--- src/design/lzwc_pkg.sv ---
// ----------------------------------------------------------------------------
// lzwc_pkg - shared types and constants of the LZW record compressor
// Code values, dictionary sizing defaults, phase codes and the command and
// status structs that join the controller to the datapath.
// ----------------------------------------------------------------------------
package lzwc_pkg;

	// default sizing
	localparam int MAX_CODE_BITS = 11;
	localparam int DICT_DEPTH    = 2459;

	// special codes and start values
	localparam int CODE_END    = 256;
	localparam int CODE_BUMP   = 257;
	localparam int CODE_FLUSH  = 258;
	localparam int CODE_FIRST  = 259;
	localparam int START_WIDTH = 9;
	localparam int START_LIMIT = 511;

	// emission phases: which code is sent and what follows its drain
	localparam logic [2:0] PH_CUR    = 3'd0;
	localparam logic [2:0] PH_FLUSH  = 3'd1;
	localparam logic [2:0] PH_BUMP   = 3'd2;
	localparam logic [2:0] PH_FINCUR = 3'd3;
	localparam logic [2:0] PH_END    = 3'd4;

	typedef struct packed {
		logic       in_ready;
		logic       init_rec;
		logic       clr_step;
		logic       hash;
		logic       rd;
		logic       probe_step;
		logic       insert;
		logic       hit_take;
		logic [2:0] code_sel;
		logic       emit_load;
		logic       drain_pop;
		logic       pad;
		logic       cur_ch;
		logic       bump;
		logic       dict_reset;
		logic       close_rec;
		logic       set_abandon;
		logic       push_fail;
	} lzwc_cmd_t;

	typedef struct packed {
		logic in_valid;
		logic first;
		logic last;
		logic in_record;
		logic abandoned;
		logic clr_last;
		logic rd_used;
		logic rd_match;
		logic probe_last;
		logic over_top;
		logic over_limit;
		logic drain_need;
		logic budget_zero;
		logic out_free;
	} lzwc_sts_t;

endpackage

--- src/design/lzwc_ctrl.sv ---
// ----------------------------------------------------------------------------
// lzwc_ctrl - sequencing state machine of the LZW compressor
// Steps each input word through dispatch, dictionary probe, code emission,
// byte draining, dictionary clearing, record close and the failure word.
// ----------------------------------------------------------------------------
module lzwc_ctrl (
	input  logic                clk,
	input  logic                arst_n,
	input  lzwc_pkg::lzwc_sts_t sts,
	output lzwc_pkg::lzwc_cmd_t cmd
);

	localparam logic [3:0] ST_IDLE  = 4'd0;
	localparam logic [3:0] ST_DISP  = 4'd1;
	localparam logic [3:0] ST_CLEAR = 4'd2;
	localparam logic [3:0] ST_RD    = 4'd3;
	localparam logic [3:0] ST_CMP   = 4'd4;
	localparam logic [3:0] ST_LOAD  = 4'd5;
	localparam logic [3:0] ST_DRAIN = 4'd6;
	localparam logic [3:0] ST_FAIL  = 4'd7;

	logic [3:0] state_q, state_d;
	logic [2:0] phase_q, phase_d;

	// next state and commands
	always_comb begin
		state_d = state_q;
		phase_d = phase_q;
		cmd     = '0;
		cmd.code_sel = phase_q;
		cmd.pad      = (phase_q == lzwc_pkg::PH_END);
		unique case (state_q)
			ST_IDLE: begin
				cmd.in_ready = 1'b1;
				if (sts.in_valid) begin
					state_d = ST_DISP;
				end
			end
			ST_DISP: begin
				priority if (sts.first) begin
					cmd.init_rec = 1'b1;
					state_d      = ST_CLEAR;
				end else if (!sts.in_record) begin
					state_d = ST_IDLE;
				end else if (sts.abandoned) begin
					state_d = sts.last ? ST_FAIL : ST_IDLE;
				end else begin
					cmd.hash = 1'b1;
					state_d  = ST_RD;
				end
			end
			ST_CLEAR: begin
				cmd.clr_step = 1'b1;
				if (sts.clr_last) begin
					phase_d = lzwc_pkg::PH_FINCUR;
					state_d = sts.last ? ST_LOAD : ST_IDLE;
				end
			end
			ST_RD: begin
				cmd.rd  = 1'b1;
				state_d = ST_CMP;
			end
			ST_CMP: begin
				priority if (sts.rd_match) begin
					cmd.hit_take = 1'b1;
					phase_d      = lzwc_pkg::PH_FINCUR;
					state_d      = sts.last ? ST_LOAD : ST_IDLE;
				end else if (!sts.rd_used || sts.probe_last) begin
					cmd.insert = 1'b1;
					phase_d    = lzwc_pkg::PH_CUR;
					state_d    = ST_LOAD;
				end else begin
					cmd.probe_step = 1'b1;
					state_d        = ST_RD;
				end
			end
			ST_LOAD: begin
				cmd.emit_load = 1'b1;
				state_d       = ST_DRAIN;
			end
			ST_DRAIN: begin
				priority if (sts.drain_need) begin
					if (sts.budget_zero) begin
						cmd.set_abandon = 1'b1;
						state_d         = sts.last ? ST_FAIL : ST_IDLE;
					end else if (sts.out_free) begin
						cmd.drain_pop = 1'b1;
					end
				end else begin
					unique case (phase_q)
						lzwc_pkg::PH_CUR: begin
							cmd.cur_ch = 1'b1;
							priority if (sts.over_top) begin
								phase_d = lzwc_pkg::PH_FLUSH;
								state_d = ST_LOAD;
							end else if (sts.over_limit) begin
								phase_d = lzwc_pkg::PH_BUMP;
								state_d = ST_LOAD;
							end else begin
								phase_d = lzwc_pkg::PH_FINCUR;
								state_d = sts.last ? ST_LOAD : ST_IDLE;
							end
						end
						lzwc_pkg::PH_FLUSH: begin
							cmd.dict_reset = 1'b1;
							state_d        = ST_CLEAR;
						end
						lzwc_pkg::PH_BUMP: begin
							cmd.bump = 1'b1;
							phase_d  = lzwc_pkg::PH_FINCUR;
							state_d  = sts.last ? ST_LOAD : ST_IDLE;
						end
						lzwc_pkg::PH_FINCUR: begin
							phase_d = lzwc_pkg::PH_END;
							state_d = ST_LOAD;
						end
						default: begin
							cmd.close_rec = 1'b1;
							state_d       = ST_IDLE;
						end
					endcase
				end
			end
			ST_FAIL: begin
				if (sts.out_free) begin
					cmd.push_fail = 1'b1;
					state_d       = ST_IDLE;
				end
			end
			default: begin
				state_d = ST_IDLE;
			end
		endcase
	end

	// state registers
	always_ff @(posedge clk or negedge arst_n) begin
		if (!arst_n) begin
			state_q <= ST_IDLE;
			phase_q <= lzwc_pkg::PH_CUR;
		end else begin
			state_q <= state_d;
			phase_q <= phase_d;
		end
	end

endmodule

--- config.mk ---
export PLATFORM = sky130hd
export DESIGN_NAME = lzwc_ctrl
export DESIGN_NICKNAME = d
export VERILOG_FILES = /design/src/design/lzwc_pkg.sv /design/src/design/lzwc_ctrl.sv
export SDC_FILE = /design/constraint.sdc
export NUM_CORES = 1
export LEC_CHECK = 0
export ABC_AREA = 1
export ABC_CLOCK_PERIOD_IN_PS = 1400
export BUFFER_PORTS_ARGS = -buffer_cell sky130_fd_sc_hd__buf_2
export CAP_MARGIN = 20
export CORE_MARGIN = 1
export CORE_UTILIZATION = 39
export CTS_CLUSTER_SIZE = 24
export DETAILED_ROUTE_END_ITERATION = 12
export GPL_TIMING_DRIVEN = 0
export PLACE_DENSITY_LB_ADDON = 0.25
export SKIP_LAST_GASP = 1
export SYNTH_ARGS = -nofsm -noshare
export SYNTH_HDL_FRONTEND = slang
export SYNTH_SLANG_ARGS = --single-unit
--- constraint.sdc ---
create_clock -name clk -period 1.4 [get_ports clk]
set_clock_uncertainty 0.2 [all_clocks]
set_input_delay 0.14 -clock clk [delete_from_list [all_inputs] [get_ports clk]]
set_output_delay 0.14 -clock clk [all_outputs]
set_load 0.05 [all_outputs]
Word level (Yosys, flattened, before mapping)
Index checks and enable logic that the tools add are counted.
{"block": "classes", "addsub": 0, "mul": 0, "div_mod_pow": 0, "magnitude_cmp": 0, "eq_ne": 18, "shift": 0, "mux": 52, "bitwise": 0, "n_reduce_logical": 8}
{"operator": "$mux 3", "n": 12}
{"operator": "$mux 4", "n": 9}
{"operator": "$pmux 4 s8", "n": 1}
{"operator": "$mux 1", "n": 25}
{"operator": "$pmux 3 s3", "n": 2}
{"operator": "$eq 4x3->1 const B", "n": 4}
{"operator": "$pmux 4 s4", "n": 1}
{"operator": "$eq 4x2->1 const B", "n": 2}
{"operator": "$ne 2x2->1 const B", "n": 4}
{"operator": "$eq 3x2->1 const B", "n": 2}
{"operator": "$ne 3x3->1 const B", "n": 2}
{"operator": "$mux 5", "n": 1}
{"operator": "$reduce_and 5->1", "n": 1}
{"operator": "$eq 4x1->1 const B", "n": 1}
{"operator": "$logic_not 4->1", "n": 1}
{"operator": "$ne 4x1->1 const B", "n": 1}
{"operator": "$reduce_and 4->1", "n": 1}
{"operator": "$reduce_or 4->1", "n": 1}
{"operator": "$eq 3x1->1 const B", "n": 1}
{"operator": "$eq 3x3->1 const B", "n": 1}
{"operator": "$logic_not 3->1", "n": 1}
{"operator": "$reduce_bool 3->1", "n": 1}
{"operator": "$mux 2", "n": 1}
{"operator": "$logic_not 1->1", "n": 1}
{"operator": "$logic_or 1x1->1", "n": 1}
{"block": "word_totals", "reg_bits": 7, "latchBits": 0, "mem_bits_rw": 0, "mem_bits_ro": 0, "input_bits": 16, "word_cells": 80, "n_memories": 0}

Logic depth before layout (Yosys ltp)
{"block": "depth", "word_depth": 6, "ltp_mapped": 10, "mapped_depth_nobuf": 10}

Worst setup path after synthesis
Ideal clock, no wire load.
{"block": "synth_timing", "path_type": "reg2out", "from": "reg state_q[1]", "to": "out cmd[16] (netlist name)", "t_arrival_ns": 2.122, "required_time_ns": 1.060, "path_slack_ns": -1.062, "stages_incl_launch_ff": 4, "n_path_buf": 0, "path_cell_list": "dfrtp_1 inv_2 nand3_1 nor4_1"}
{"item": "start: declaration", "line_no": "lzwc_ctrl.sv:22", "rtl": "logic [3:0] state_q, state_d;"}
{"item": "start signal: assignment", "line_no": "lzwc_ctrl.sv:142", "rtl": "state_q <= state_d;"}
{"item": "end: declaration", "line_no": "lzwc_ctrl.sv:10", "rtl": "output lzwc_pkg::lzwc_cmd_t cmd"}

==> run_results.csv <==
group,metric,value,unit
pwr,ir_drop,1.707,mV
pwr,switching_share,0.5889,
worst_setup_path,crit_slowest_cell,"dfrtp_2",
worst_hold_path,hold_path_class,"in2async",
yosys,synth-edff-count,0,
global_route,antenna_found_initial,0,
worst_setup_path,rr_startpoint,"state_q[2]$_DFFE_PN0P_",
global_route,grt_pass1_vias,910,
floorplan,core,1577,um2
worst_setup_path,criticalPathCategory,"reg2out",
floorplan,std_cell_rows,14,
sta,hold_violations,0,
place,io_buffers,35,
worst_setup_path,startpoint_type,"flip-flop",
pwr,pwr-share-clk,0.076,
finish,syn2layout_area_growth,100.5,%
clock_tree,cts-root-buf,"clkbuf_4",
yosys,ys_types,19,
yosys,avgSynthCellArea,5.462,um2
outcome,failed_checks,"design-rule violations, negative setup slack",
finish,stdcell_area,1380,um2
yosys,synth_warnings,0,
yosys,synth_top_area_cell,"dfrtp_1",
sta,tightest_slew,0.2545,ns
yosys,syn_inst,126,
worst_setup_path,crit_required,1.06,ns
pwr,pwr-share-seq,0.168,
worst_setup_path,path_delay_family,"flip-flops",
worst_setup_path,crit_fanout,4,
yosys,seq_area_frac_synth,0.2182,
floorplan,die_h,44.01,um
worst_setup_path,rrSetupSlack,-0.29,ns
global_route,grt-ovfl-total,0,
sta,timing.setup.tns,-5.635,ns
floorplan,dieArea,1936,um2
clock_tree,cts.path.max_buffers,2,
yosys,async_reset_ff_frac,1.000,
pwr,power_density,1820,nW/um2
pwr,total_leakage_power,0.6736,nW
place,place.gp.congestion,0.8116,
route,wl_per_cell,15.59,um
pwr,p_comb_frac,0.757,
clock_tree,cts_htree_levels,1,
worst_setup_path,setup.worst_path.start,"state_q[0]$_DFFE_PN0P_",
floorplan,num_io_pins,36,
global_route,grt_usage,0.2790,
route,drc,3,
worst_setup_path,cp_cell_sequence,"inv_4 > nand2_2 > nor2_4 > inv_2 > nor2_4 > buf_8",
worst_setup_path,cp-end-kind,"output pin",
worst_setup_path,slowest_delay,0.43,ns
clock_tree,cts_buffers,3,
worst_setup_path,crit_top_cell,"nor2_4",
clock_tree,cts_tree,"done",
worst_setup_path,reg2regPathDepth,9,
global_route,grt_pass1_wl,3.988,mm
floorplan,die_width,44.01,um
route,dr.pass1.iters,8,
yosys,synthMuxAreaShare,0,
yosys,synthTopCellsByArea,"dfrtp_1, nand2_1, nor2_1, inv_1, nand3_1",
worst_setup_path,arrival,1.38,ns
finish,fin_nets,197,
sta,finalMaxSlewViolations,0,
route,routed_wl,3.055,mm
sta,setup_viol_count_final,23,
route,vias,1127,
yosys,synth_nets,142,
global_route,grt_max_degree,9,
clock_tree,clock-sinks,6,
yosys,synth_top_area_share,0.2182,
yosys,dominantRegCellSynth,"dfrtp_1",
worst_setup_path,cp_num_buf_inv,3,
yosys,synth_xor_xnor_area_share,0,
sta,timing.fmax,582.0,MHz
sta,fin_crit_sh,1.227,
sta,slew_headroom,0.8301,
floorplan,start_util,0.4365,
sta,setup_slack,-0.3182,ns
finish,insertedDiodeCount,0,
place,dp_hpwl,1.624,mm
pwr,p_int,1.032,mW
clock_tree,clkTransAtPathRegs,0.05,ns
place,placed_cell_area,1013,um2
route,drt-initial-drc-count,72,
clock_tree,clk_latency,0.26,ns
yosys,synthAdderAreaFrac,0,
finish,drive_gt1_frac,0.5778,
yosys,synth_most_common_cell,"nand2_1",
outcome,status,"finished with violations",
yosys,synth_compound_area_frac,0.07636,
pwr,switchingPower,1.479,mW
yosys,syn-cell-area,688.2,um2
yosys,synth-seq-cells,6,
route,ant_nets,0,
sta,fin_crit,1.718,ns
yosys,synth_common_cells,"nand2_1, nor2_1, inv_1, nand3_1, nor3_1",
run,drv_cap,0,
yosys,synth_simple_gate_area_share,0.5745,
sta,rsz0062_at_grt,"true",
yosys,synth_top_family_by_area,"simple AND/OR/NAND/NOR gates",
worst_setup_path,rr_endpoint,"state_q[1]$_DFFE_PN0P_",
route,viasPerCell,5.750,
## worst max path at each step
stage                        endpoint  slack (ns)  cells past startpoint
6_report                      cmd[13]       -0.32                      6
5_1_grt                       cmd[13]       -0.37                      6
4_1_cts                        cmd[5]       -0.30                      6
3_5_place_dp                   cmd[4]       -0.32                      6
3_3_place_gp                   cmd[4]       -0.30                      6
2_1_floorplan  phase_q[1]$_DFFE_PN0P_       -0.30                     10
## stage by stage
step             util  setup slack, ns  total power [mW]  hold slack (ns)  cells
2_1_floorplan       -          -0.2952             1.429          -0.3556    126
3_3_place_gp   0.6429          -0.3035             1.689          -0.2393    177
3_5_place_dp   0.6429          -0.3218             1.717          -0.2334    177
4_1_cts        0.8357          -0.3003             2.275          0.03579    192
5_1_grt        0.8754          -0.3703             2.641          0.03718    196
6_report       0.8754          -0.3182             2.512          0.02865    196
## per-layer routing
metal	track usage	share of wire	wire length, um
met1	0.3724	0.39	1195
met2	0.4588	0.51	1567
met3	0.02917	0.067	204
met4	0.1091	0.029	88
met5	0	0	0
## final cells by class
type	count	area [um2]
Multi-Input combinational cell	96	639.4
Timing Repair Buffer	50	419.2
Fill cell	83	196.4
Sequential cell	6	160.2
Inverter	24	115.1
Clock buffer	4	26.28
Tap cell	16	20.02
## placed cells by master, fill, tap and decap left out, types with 4 or more instances in the layout
cell / synthesis / final
dfrtp_2: 0 / 5
nand3_1: 13 / 9
nor3_2: 1 / 4
buf_2: 0 / 18
o21ai_0: 4 / 4
nor3_4: 0 / 4
nand2_1: 33 / 31
inv_2: 6 / 4
buf_6: 0 / 13
nor2_4: 1 / 8
nor2_1: 19 / 13
inv_4: 0 / 5
inv_1: 18 / 12
buf_8: 0 / 5
nand2_2: 3 / 5
buf_4: 0 / 13
## cells by family (layout without fill, tap and decap cells)
logic type             Yosys count  in the layout
AOI/OAI and AO/OA               10             10
buffers and inverters           24             78
DFF                              6              6
and+or+nand+nor                 86             86
## repair_timing
item | CTS | global route
pin swaps | 7 | 5
gates resized for setup | 56 | 9
hold buffers | 1 | 0
endpoints found under the setup margin | 23 | 23
setup buffers | 10 | 4
hold endpoints to repair | 6 | 0
## power groups by stage
stage	sequential (mW)	clock, mW	combinational, mW
floorplan	0.501	0	0.928
global route	0.428	0.202	2.01
detailed placement	0.409	0	1.31
finish	0.421	0.190	1.90
global placement	0.404	0	1.28
CTS	0.412	0.183	1.68
## worst reg2reg max path: cells and delay by family (launching register included)
kind                   cells  cell delay, ns
flip-flops                 1            0.46
buffers and inverters      2            0.23
AND/OR/NAND/NOR            7            0.67
## state kept, by name (all words and copies together) (netlist names)
name	flops
phase_q	3
state_q	3
Power figures use the tool's default switching activity.
